File: config.mk
export PLATFORM = sky130hd
export DESIGN_NAME = length_prefixed_message_queue
export DESIGN_NICKNAME = d
export VERILOG_FILES = /design/src/rtl/lpmq_pkg.sv /design/src/rtl/length_prefixed_message_queue.sv /design/src/rtl/lpmq_ram.sv /design/src/rtl/lpmq_ctrl.sv /design/src/rtl/lpmq_datapath.sv
export VERILOG_INCLUDE_DIRS = /design/src /design/src/rtl
export SDC_FILE = /design/constraint.sdc
export NUM_CORES = 2
export LEC_CHECK = 0
export ABC_AREA = 0
export BUFFER_PORTS_ARGS = -buffer_cell sky130_fd_sc_hd__buf_2
export CAP_MARGIN = 5
export CORE_ASPECT_RATIO = 0.7
export CORE_MARGIN = 3
export CORE_UTILIZATION = 56
export DETAILED_ROUTE_END_ITERATION = 8
export PLACE_DENSITY = 0.79
export SYNTH_ARGS = -nofsm -noshare
export SYNTH_HDL_FRONTEND = slang
export SYNTH_SLANG_ARGS = --single-unit
File: constraint.sdc
create_clock -name clk -period 13.34 [get_ports clk]
set_clock_uncertainty 0.1 [all_clocks]
set_input_delay 0.667 -clock clk [delete_from_list [all_inputs] [get_ports clk]]
set_output_delay 0.667 -clock clk [all_outputs]
set_load 0.01 [all_outputs]
File: src/rtl/length_prefixed_message_queue_defines.svh
// Assertion macros shared by the message queue RTL.
// Each macro takes a label, an antecedent and a consequent, and samples on
// the rising edge of clk with the check held off while rst_n is low.
`ifndef LENGTH_PREFIXED_MESSAGE_QUEUE_DEFINES_SVH
`define LENGTH_PREFIXED_MESSAGE_QUEUE_DEFINES_SVH

`ifndef SYNTHESIS

`define LPMQ_ASSERT_SAME(lbl, ante, cons) \
  lbl: assert property (@(posedge clk) disable iff (!rst_n) (ante) |-> (cons)) \
    else $error("lpmq assertion failed");

`define LPMQ_ASSERT_NEXT(lbl, ante, cons) \
  lbl: assert property (@(posedge clk) disable iff (!rst_n) (ante) |=> (cons)) \
    else $error("lpmq assertion failed");

`else

`define LPMQ_ASSERT_SAME(lbl, ante, cons)

`define LPMQ_ASSERT_NEXT(lbl, ante, cons)

`endif

`endif

File: src/rtl/lpmq_pkg.sv
`default_nettype none

package lpmq_pkg;

  // Result status codes.
  localparam logic [1:0] ST_OK          = 2'd0;
  localparam logic [1:0] ST_PUSH_REJECT = 2'd1;
  localparam logic [1:0] ST_POP_EMPTY   = 2'd2;
  localparam logic [1:0] ST_POP_BADLEN  = 2'd3;

  // Input command codes.
  localparam logic CMD_PUSH = 1'b0;
  localparam logic CMD_POP  = 1'b1;

  // Bytes of length prefix in front of every stored message.
  localparam int unsigned LEN_PREFIX = 2;

  // Commands from the controller to the datapath.
  typedef struct packed {
    logic       load;      // latch the accepted input word
    logic       cnt_clr;   // clear the byte counter
    logic       rd_start;  // load the read pointer with the oldest message start
    logic       wr;        // write one byte at the write pointer
    logic       rd;        // issue one byte read at the read pointer
    logic       commit;    // update the fill count and load the result register
    logic [1:0] status;    // status to commit
  } ctrl_cmd_t;

  // Status from the datapath to the controller.
  typedef struct packed {
    logic is_pop;
    logic push_ok;
    logic pop_empty;
    logic bad_len;
    logic wr_last;
    logic len_done;
    logic rd_more;
    logic rd_pend;
    logic out_valid;
  } dp_sts_t;

endpackage

`default_nettype wire

File: src/rtl/length_prefixed_message_queue.sv
// Channel  | Direction | Handshake            | Payload
// in_      | input     | in_valid, in_stall   | command, msg_len, payload_low, payload_high
// out_     | output    | out_valid, out_stall | status, len, low, high, fill_level
//
// Each command is decoded and then worked through the single byte-wide ring memory,
// which moves one length or payload byte per cycle. A rejected push or an empty pop goes
// straight from decode to the result commit, and a pop with a bad stored length is
// refused once its length prefix has been read.
// Reset is synchronous and active low; it empties the queue but leaves the memory as is.
// A result waits in the output register while the next word is accepted and worked on;
// only the commit of that next result waits for out_stall to release.
`default_nettype none

module length_prefixed_message_queue #(
  parameter int RING_BYTES    = 256,
  parameter int MAX_MSG_BYTES = 16
) (
  input  wire logic        clk,
  input  wire logic        rst_n,
  // Input channel: one command word per handshake.
  input  wire logic        in_valid,
  output logic             in_stall,
  input  wire logic        in_command,
  input  wire logic [4:0]  in_msg_len,
  input  wire logic [63:0] in_payload_low,
  input  wire logic [63:0] in_payload_high,
  // Result channel: exactly one result word per command word.
  output logic             out_valid,
  input  wire logic        out_stall,
  output logic [1:0]       out_status,
  output logic [4:0]       out_len,
  output logic [63:0]      out_low,
  output logic [63:0]      out_high,
  output logic [8:0]       out_fill_level
);

  // The controller sequences each command word through decode, the byte loop
  // and the result commit. The datapath owns the ring memory, the write pointer,
  // the fill count and the result register.
  lpmq_pkg::ctrl_cmd_t cmd;
  lpmq_pkg::dp_sts_t   sts;

  lpmq_ctrl u_ctrl (
    .clk      (clk),
    .rst_n    (rst_n),
    .in_valid (in_valid),
    .in_stall (in_stall),
    .out_stall(out_stall),
    .sts      (sts),
    .cmd      (cmd)
  );

  lpmq_datapath #(
    .RING_BYTES   (RING_BYTES),
    .MAX_MSG_BYTES(MAX_MSG_BYTES)
  ) u_datapath (
    .clk            (clk),
    .rst_n          (rst_n),
    .in_command     (in_command),
    .in_msg_len     (in_msg_len),
    .in_payload_low (in_payload_low),
    .in_payload_high(in_payload_high),
    .out_stall      (out_stall),
    .cmd            (cmd),
    .sts            (sts),
    .out_valid      (out_valid),
    .out_status     (out_status),
    .out_len        (out_len),
    .out_low        (out_low),
    .out_high       (out_high),
    .out_fill_level (out_fill_level)
  );

endmodule

`default_nettype wire

File: src/rtl/lpmq_ram.sv
`default_nettype none

module lpmq_ram #(
  parameter int WIDTH = 8,
  parameter int DEPTH = 256
) (
  input  wire logic                     clk,
  input  wire logic                     we,
  input  wire logic [$clog2(DEPTH)-1:0] waddr,
  input  wire logic [WIDTH-1:0]         wdata,
  input  wire logic [$clog2(DEPTH)-1:0] raddr,
  output logic      [WIDTH-1:0]         rdata
);

  logic [WIDTH-1:0] mem_r [DEPTH];

  always_ff @(posedge clk) begin
    if (we) begin
      mem_r[waddr] <= wdata;
    end
    rdata <= mem_r[raddr];
  end

endmodule

`default_nettype wire

File: src/rtl/lpmq_ctrl.sv
`default_nettype none
`include "length_prefixed_message_queue_defines.svh"

module lpmq_ctrl (
  input  wire logic               clk,
  input  wire logic               rst_n,
  input  wire logic               in_valid,
  output logic                    in_stall,
  input  wire logic               out_stall,
  input  wire lpmq_pkg::dp_sts_t  sts,
  output lpmq_pkg::ctrl_cmd_t     cmd
);

  localparam logic [2:0] S_IDLE = 3'd0;
  localparam logic [2:0] S_DEC  = 3'd1;
  localparam logic [2:0] S_PUSH = 3'd2;
  localparam logic [2:0] S_LEN  = 3'd3;
  localparam logic [2:0] S_LENW = 3'd4;
  localparam logic [2:0] S_CHK  = 3'd5;
  localparam logic [2:0] S_POP  = 3'd6;
  localparam logic [2:0] S_DONE = 3'd7;

  logic [2:0] state_r;
  logic [2:0] state_nxt;
  logic [1:0] status_r;
  logic [1:0] status_nxt;

  assign in_stall = (state_r != S_IDLE);

  always_comb begin
    state_nxt    = state_r;
    status_nxt   = status_r;
    cmd          = '0;
    cmd.status   = status_r;
    case (state_r)
      S_IDLE: begin
        if (in_valid) begin
          cmd.load  = 1'b1;
          state_nxt = S_DEC;
        end
      end
      S_DEC: begin
        cmd.cnt_clr = 1'b1;
        if (sts.is_pop) begin
          if (sts.pop_empty) begin
            status_nxt = lpmq_pkg::ST_POP_EMPTY;
            state_nxt  = S_DONE;
          end else begin
            cmd.rd_start = 1'b1;
            state_nxt    = S_LEN;
          end
        end else begin
          if (sts.push_ok) begin
            state_nxt = S_PUSH;
          end else begin
            status_nxt = lpmq_pkg::ST_PUSH_REJECT;
            state_nxt  = S_DONE;
          end
        end
      end
      S_PUSH: begin
        cmd.wr = 1'b1;
        if (sts.wr_last) begin
          status_nxt = lpmq_pkg::ST_OK;
          state_nxt  = S_DONE;
        end
      end
      S_LEN: begin
        cmd.rd = 1'b1;
        if (sts.len_done) begin
          state_nxt = S_LENW;
        end
      end
      S_LENW: begin
        state_nxt = S_CHK;
      end
      S_CHK: begin
        if (sts.bad_len) begin
          status_nxt = lpmq_pkg::ST_POP_BADLEN;
          state_nxt  = S_DONE;
        end else begin
          state_nxt = S_POP;
        end
      end
      S_POP: begin
        if (sts.rd_more) begin
          cmd.rd = 1'b1;
        end else if (!sts.rd_pend) begin
          status_nxt = lpmq_pkg::ST_OK;
          state_nxt  = S_DONE;
        end
      end
      S_DONE: begin
        if (!sts.out_valid || !out_stall) begin
          cmd.commit = 1'b1;
          state_nxt  = S_IDLE;
        end
      end
      default: begin
        state_nxt = S_IDLE;
      end
    endcase
  end

  always_ff @(posedge clk) begin
    if (!rst_n) begin
      state_r  <= S_IDLE;
      status_r <= lpmq_pkg::ST_OK;
    end else begin
      state_r  <= state_nxt;
      status_r <= status_nxt;
    end
  end

  `LPMQ_ASSERT_NEXT(a_badlen_reported, (state_r == S_CHK) && sts.bad_len,
                    (state_r == S_DONE) && (status_r == lpmq_pkg::ST_POP_BADLEN))
  `LPMQ_ASSERT_SAME(a_pop_states_only_for_pop,
                    (state_r == S_LEN) || (state_r == S_CHK) || (state_r == S_POP),
                    sts.is_pop)
  `LPMQ_ASSERT_SAME(a_commit_into_free_slot, cmd.commit, !(sts.out_valid && out_stall))

endmodule

`default_nettype wire

File: src/rtl/lpmq_datapath.sv
`default_nettype none
`include "length_prefixed_message_queue_defines.svh"

module lpmq_datapath #(
  parameter int RING_BYTES    = 256,
  parameter int MAX_MSG_BYTES = 16
) (
  input  wire logic                clk,
  input  wire logic                rst_n,
  input  wire logic                in_command,
  input  wire logic [4:0]          in_msg_len,
  input  wire logic [63:0]         in_payload_low,
  input  wire logic [63:0]         in_payload_high,
  input  wire logic                out_stall,
  input  wire lpmq_pkg::ctrl_cmd_t cmd,
  output lpmq_pkg::dp_sts_t        sts,
  output logic                     out_valid,
  output logic [1:0]               out_status,
  output logic [4:0]               out_len,
  output logic [63:0]              out_low,
  output logic [63:0]              out_high,
  output logic [8:0]               out_fill_level
);

  localparam int PW = $clog2(RING_BYTES);
  localparam int CW = $clog2(RING_BYTES + 1);

  logic              cmd_pop_r;
  logic [4:0]        msg_len_r;
  logic [127:0]      pay_r;
  logic [15:0]       len_r;
  logic [PW-1:0]     wp_r;
  logic [PW-1:0]     rp_r;
  logic [CW-1:0]     stored_r;
  logic [CW-1:0]     stored_nxt;
  logic [4:0]        cnt_r;
  logic              rv_r;
  logic [4:0]        ridx_r;
  logic              out_valid_r;
  logic [1:0]        out_status_r;
  logic [4:0]        out_len_r;
  logic [127:0]      out_data_r;
  logic [8:0]        out_fill_r;

  logic [PW-1:0]     wp_inc;
  logic [PW-1:0]     rp_inc;
  logic [CW-1:0]     head_gap;
  logic [CW:0]       start_sum;
  logic [CW:0]       start_wrap;
  logic [CW:0]       room;
  logic [16:0]       avail;
  logic [4:0]        wsel;
  logic [4:0]        rsel;
  logic [7:0]        wbyte;
  logic [7:0]        rdata;
  logic              ok_pop;
  logic [CW+8:0]     fill_wide;

  assign wp_inc = (wp_r == PW'(RING_BYTES - 1)) ? '0 : wp_r + PW'(1);
  assign rp_inc = (rp_r == PW'(RING_BYTES - 1)) ? '0 : rp_r + PW'(1);

  // Oldest message start: write pointer minus fill count, modulo the ring size.
  assign head_gap   = CW'(RING_BYTES) - stored_r;
  assign start_sum  = (CW+1)'(wp_r) + {1'b0, head_gap};
  assign start_wrap = (start_sum >= (CW+1)'(RING_BYTES)) ?
                      start_sum - (CW+1)'(RING_BYTES) : start_sum;

  assign room  = {1'b0, stored_r} + (CW+1)'(msg_len_r) + (CW+1)'(lpmq_pkg::LEN_PREFIX);
  assign avail = 17'(stored_r) - 17'(lpmq_pkg::LEN_PREFIX);

  assign wsel = cnt_r - 5'd2;
  assign rsel = ridx_r - 5'd2;

  always_comb begin
    case (cnt_r)
      5'd0:    wbyte = {3'b000, msg_len_r};
      5'd1:    wbyte = 8'h00;
      default: wbyte = pay_r[{wsel[3:0], 3'b000} +: 8];
    endcase
  end

  lpmq_ram #(
    .WIDTH(8),
    .DEPTH(RING_BYTES)
  ) u_ram (
    .clk  (clk),
    .we   (cmd.wr),
    .waddr(wp_r),
    .wdata(wbyte),
    .raddr(rp_r),
    .rdata(rdata)
  );

  always_comb begin
    sts.is_pop    = cmd_pop_r;
    sts.push_ok   = (msg_len_r != 5'd0) && (msg_len_r <= 5'(MAX_MSG_BYTES)) &&
                    (room <= (CW+1)'(RING_BYTES));
    sts.pop_empty = (stored_r <= CW'(lpmq_pkg::LEN_PREFIX));
    sts.bad_len   = ({1'b0, len_r} > avail) || (len_r > 16'(MAX_MSG_BYTES));
    sts.wr_last   = (cnt_r == msg_len_r + 5'd1);
    sts.len_done  = (cnt_r == 5'd1);
    sts.rd_more   = (17'(cnt_r) < 17'(len_r) + 17'(lpmq_pkg::LEN_PREFIX));
    sts.rd_pend   = rv_r;
    sts.out_valid = out_valid_r;
  end

  assign ok_pop = cmd_pop_r && (cmd.status == lpmq_pkg::ST_OK);

  always_comb begin
    stored_nxt = stored_r;
    if (cmd.status == lpmq_pkg::ST_OK) begin
      if (cmd_pop_r) begin
        stored_nxt = stored_r - CW'(len_r[4:0]) - CW'(lpmq_pkg::LEN_PREFIX);
      end else begin
        stored_nxt = stored_r + CW'(msg_len_r) + CW'(lpmq_pkg::LEN_PREFIX);
      end
    end
  end

  assign fill_wide = {9'b0, stored_nxt};

  // Item registers and read capture.
  always_ff @(posedge clk) begin
    if (cmd.load) begin
      cmd_pop_r <= in_command;
      msg_len_r <= in_msg_len;
      len_r     <= '0;
      pay_r     <= (in_command == lpmq_pkg::CMD_POP) ? '0 :
                   {in_payload_high, in_payload_low};
    end else if (rv_r) begin
      case (ridx_r)
        5'd0:    len_r[7:0]  <= rdata;
        5'd1:    len_r[15:8] <= rdata;
        default: pay_r[{rsel[3:0], 3'b000} +: 8] <= rdata;
      endcase
    end
    if (cmd.rd_start) begin
      rp_r <= start_wrap[PW-1:0];
    end else if (cmd.rd) begin
      rp_r <= rp_inc;
    end
    if (cmd.cnt_clr) begin
      cnt_r <= '0;
    end else if (cmd.wr || cmd.rd) begin
      cnt_r <= cnt_r + 5'd1;
    end
    ridx_r <= cnt_r;
    if (cmd.commit) begin
      out_status_r <= cmd.status;
      out_len_r    <= ok_pop ? len_r[4:0] : '0;
      out_data_r   <= ok_pop ? pay_r : '0;
      out_fill_r   <= fill_wide[8:0];
    end
  end

  // Queue state and control flags.
  always_ff @(posedge clk) begin
    if (!rst_n) begin
      wp_r        <= '0;
      stored_r    <= '0;
      rv_r        <= 1'b0;
      out_valid_r <= 1'b0;
    end else begin
      if (cmd.wr) begin
        wp_r <= wp_inc;
      end
      if (cmd.commit) begin
        stored_r <= stored_nxt;
      end
      rv_r <= cmd.rd;
      if (cmd.commit) begin
        out_valid_r <= 1'b1;
      end else if (!out_stall) begin
        out_valid_r <= 1'b0;
      end
    end
  end

  assign out_valid      = out_valid_r;
  assign out_status     = out_status_r;
  assign out_len        = out_len_r;
  assign out_low        = out_data_r[63:0];
  assign out_high       = out_data_r[127:64];
  assign out_fill_level = out_fill_r;

  `LPMQ_ASSERT_SAME(a_fill_in_range, 1'b1, stored_r <= CW'(RING_BYTES))
  `LPMQ_ASSERT_SAME(a_wp_in_range, 1'b1, wp_r <= PW'(RING_BYTES - 1))
  `LPMQ_ASSERT_SAME(a_read_index_in_range, rv_r, ridx_r <= 5'd17)

endmodule

`default_nettype wire

==> flow_metrics.tcl <==
set metrics [dict create \
    status "finished clean" \
    grt_max_degree 256 \
    ant_nets 0 \
    rows 127 \
    cts_tree "built" \
    hp-class "in2reg" \
    antenna_found_initial 13 \
    slowest_delay_ns 0.93 \
    setup_viol 0 \
    async_reset_ff_share_pct 0 \
    clock_path_buffers 3 \
    stdcell_area_um2 108000 \
    root_buffer "clkbuf_16" \
    ys_warn_count 0 \
    clk_pin_slew_ns 0.07 \
    max_cap_viol_count 0 \
    portBuffers 283 \
    ys_seq_area_share_pct 73.2 \
    cts_buffers 203 \
    wl_mm 263 \
    worst_pin_slew_ns 1.35 \
    hold_violations 0 \
    rsz0062_at_grt "false" \
    gr-max-usage-layer "met1" \
    drt_iter0_markers 9619 \
    synth.avg_cell_area_um2 17.8 \
    syn_to_final_growth_pct 10.8 \
    core_um2 172000 \
    gp_congestion 0.951 \
    grt_pass1_wl_mm 379 \
    crit_arrival_ns 6.24 \
    vias_per_cell 6.83 \
    synth_edf_count 2334 \
    synthCells 5459 \
    synth_xor_area_share_pct 0.527 \
    cp_slowest_cell "buf_4" \
    hpwl_mm 157 \
    synth-main-ff-cell "edfxtp_1" \
    synth.ff_latch_count 2392 \
    slew_violations 0 \
    synth-compound-area-share_pct 5.57 \
    syn-num-nets 5675 \
    start_kind "register" \
    layout-drive-gt1-share_pct 18.4 \
    p_leak_nw 35.9 \
    place_area_um2 101000 \
    drc 0 \
    tns_ns 0 \
    syn_area_um2 97400 \
    start_util_pct 56.6 \
    vias 56483 \
    crit_top_cell "buf_4" \
    critPathRequiredTime_ns 13.74 \
    final_common_cell "edfxtp_1" \
    use_met1_pct 41.7 \
    synth_cell_types 83 \
    grt_use_total_pct 28.9 \
    synth_top_family_by_area "multiplexers" \
    design.portCount 284 \
    die_w_um 504 \
    use_met3_pct 10.3 \
    path_class "reg2reg" \
    max-vdd-ir-drop_uv 196 \
    drt_first_pass_iters 8 \
    cts.sinks 2392 \
    nets 5976 \
    endpoint_kind "register" \
    insertion_delay_ns 0.85 \
    synth.area.mux_share_pct 12.6 \
    grt_overflow 0 \
    maxSlewHeadroom_pct 9.07 \
    postCtsSetupBuffers 0 \
    crit_chain "buf_4, inv_1, ha_1, and2_0, nand2b_1, o21ai_4, buf_4, buf_4, buf_4" \
    use_met2_pct 40.6 \
    post-route-period-util_pct 43.7 \
    synth_fa_ha_area_share_pct 1.03 \
    fin_ws_ns 7.50 \
    dieArea_um2 179000 \
    final_cell_mix "2334 x edfxtp_1, 424 x nor2_1, 386 x mux2i_1" \
    cp_num_buf_inv 5 \
    synth-simple-area-share_pct 4.67 \
    power_density_nw_per_um2 194 \
    wl_per_cell_um 31.8 \
    timing.final.crit_period_ns 5.84 \
    path_delay_family "buffers and inverters" \
    grt_pass1_vias 54420 \
    dpl_worst_slack_ns 7.55 \
    cts_max_level 4 \
    cp_max_fo 101 \
    max_freq_mhz 171 \
    dieHeight_um 355 \
]
[where the power goes]
part	internal, mW	total (mW)	switching [mW]	leakage (nW)
Combinational	1.16	4.69	3.53	10.9
Clock	3.21	5.92	2.71	3.16
Sequential	10.1	10.4	0.211	21.8
Total	14.5	21.0	6.45	35.9
[flip-flops by register name, indices dropped and copies added, names as in the netlist, 8 cells and up]
name / cells
u_datapath.stored_r: 9
u_datapath.out_fill_level: 9
u_datapath.u_ram.mem_r: 2048
u_datapath.wp_r: 8
u_datapath.out_data_r: 128
u_datapath.u_ram.rdata: 8
u_datapath.rp_r: 8
u_datapath.pay_r: 128
u_datapath.len_r: 16
[routing by layer]
layer	wire length (µm)	part of all wire, %	vias to the layer above
met3	41500	16	670
met5	27	0.010	-
met1	96700	37	28484
met4	10500	4.0	4
met2	114000	43	4631
li1	-	-	22694
[cells in the mapped netlist (22+ instances only)]
cell type | count | area share, %
mux2i_1 | 386 | 4.0
and3_1 | 138 | 0.89
nor2_1 | 427 | 1.6
nand3_1 | 46 | 0.24
a22o_1 | 65 | 0.58
dfxtp_1 | 58 | 1.2
mux4_2 | 371 | 8.6
o21ai_0 | 82 | 0.42
buf_6 | 46 | 0.53
nand2_1 | 157 | 0.61
a32o_1 | 32 | 0.33
buf_1 | 22 | 0.085
xnor2_1 | 33 | 0.30
o221ai_1 | 147 | 1.3
nor2b_1 | 25 | 0.16
nor3_1 | 81 | 0.42
buf_2 | 40 | 0.21
o31ai_1 | 28 | 0.22
ha_1 | 75 | 0.96
a21oi_1 | 179 | 0.92
edfxtp_1 | 2334 | 72
inv_1 | 52 | 0.20
clkbuf_1 | 216 | 0.83
nor4_1 | 35 | 0.22
o21ai_1 | 42 | 0.22
a211oi_1 | 33 | 0.25
o22ai_1 | 90 | 0.58
[worst register-to-register path, cell delays in order (launching register included)]
cell	delay (ns)
dfxtp_2	0.72
buf_4	0.51
inv_1	0.11
ha_1	0.20
and2_0	0.20
nand2b_1	0.56
o21ai_4	0.28
buf_4	0.56
buf_4	0.93
buf_4	1.25
[area by class of cell]
cell class / count / area [µm²]
Clock buffer: 272 / 5480
Multi-Input combinational cell: 2653 / 24000
Tap cell: 2322 / 2910
Sequential cell: 2392 / 71300
Inverter: 55 / 219
Clock inverter: 110 / 1050
Antenna cell: 13 / 32.5
Timing Repair Buffer: 455 / 3000
Fill cell: 11502 / 64000
[stage by stage]
stage	cells	utilization (%)	total power, mW	hold WS, ns
final	8272	62.8	21.0	0.0302
after CTS	8256	62.7	20.9	0.0000282
after floorplan	5459	-	13.7	0.254
after detailed placement	7811	58.6	15.0	0.338
after global placement	7811	58.6	14.9	0.338
after global routing	8264	62.8	21.5	0.0297
[what timing repair did]
action                                 4_1_cts  5_1_grt
gates resized for setup                      0        0
endpoints found under the hold margin       63        0
hold buffers                                63        0
[cells by family (layout without fill, tap and decap cells)]
kind of cell,count (synthesis),count (layout)
AOI/OAI and AO/OA,781,781
xor gates and xnor gates,56,56
adders and majority gates,78,78
buffers and inverters,414,892
DFF,2392,2392
muxes,761,761
other,0,13
and+or+nand+nor,977,977
[path summary, 6_finish.rpt]
check / slack [ns] / cells past startpoint / to / startpoint
setup / recovery: 7.50 / 9 / u_datapath.u_ram.mem_r[250][1] / u_datapath.cnt_r[0]
hold reg to reg: 0.35 / 0 / u_datapath.ridx_r[4] / u_datapath.cnt_r[4]
setup reg to reg: 7.50 / 9 / u_datapath.u_ram.mem_r[250][1] / u_datapath.cnt_r[0]
hold / removal: 0.03 / 3 / u_datapath.pay_r[124] / in_payload_high[60]
(Power assumes the default switching activity.)
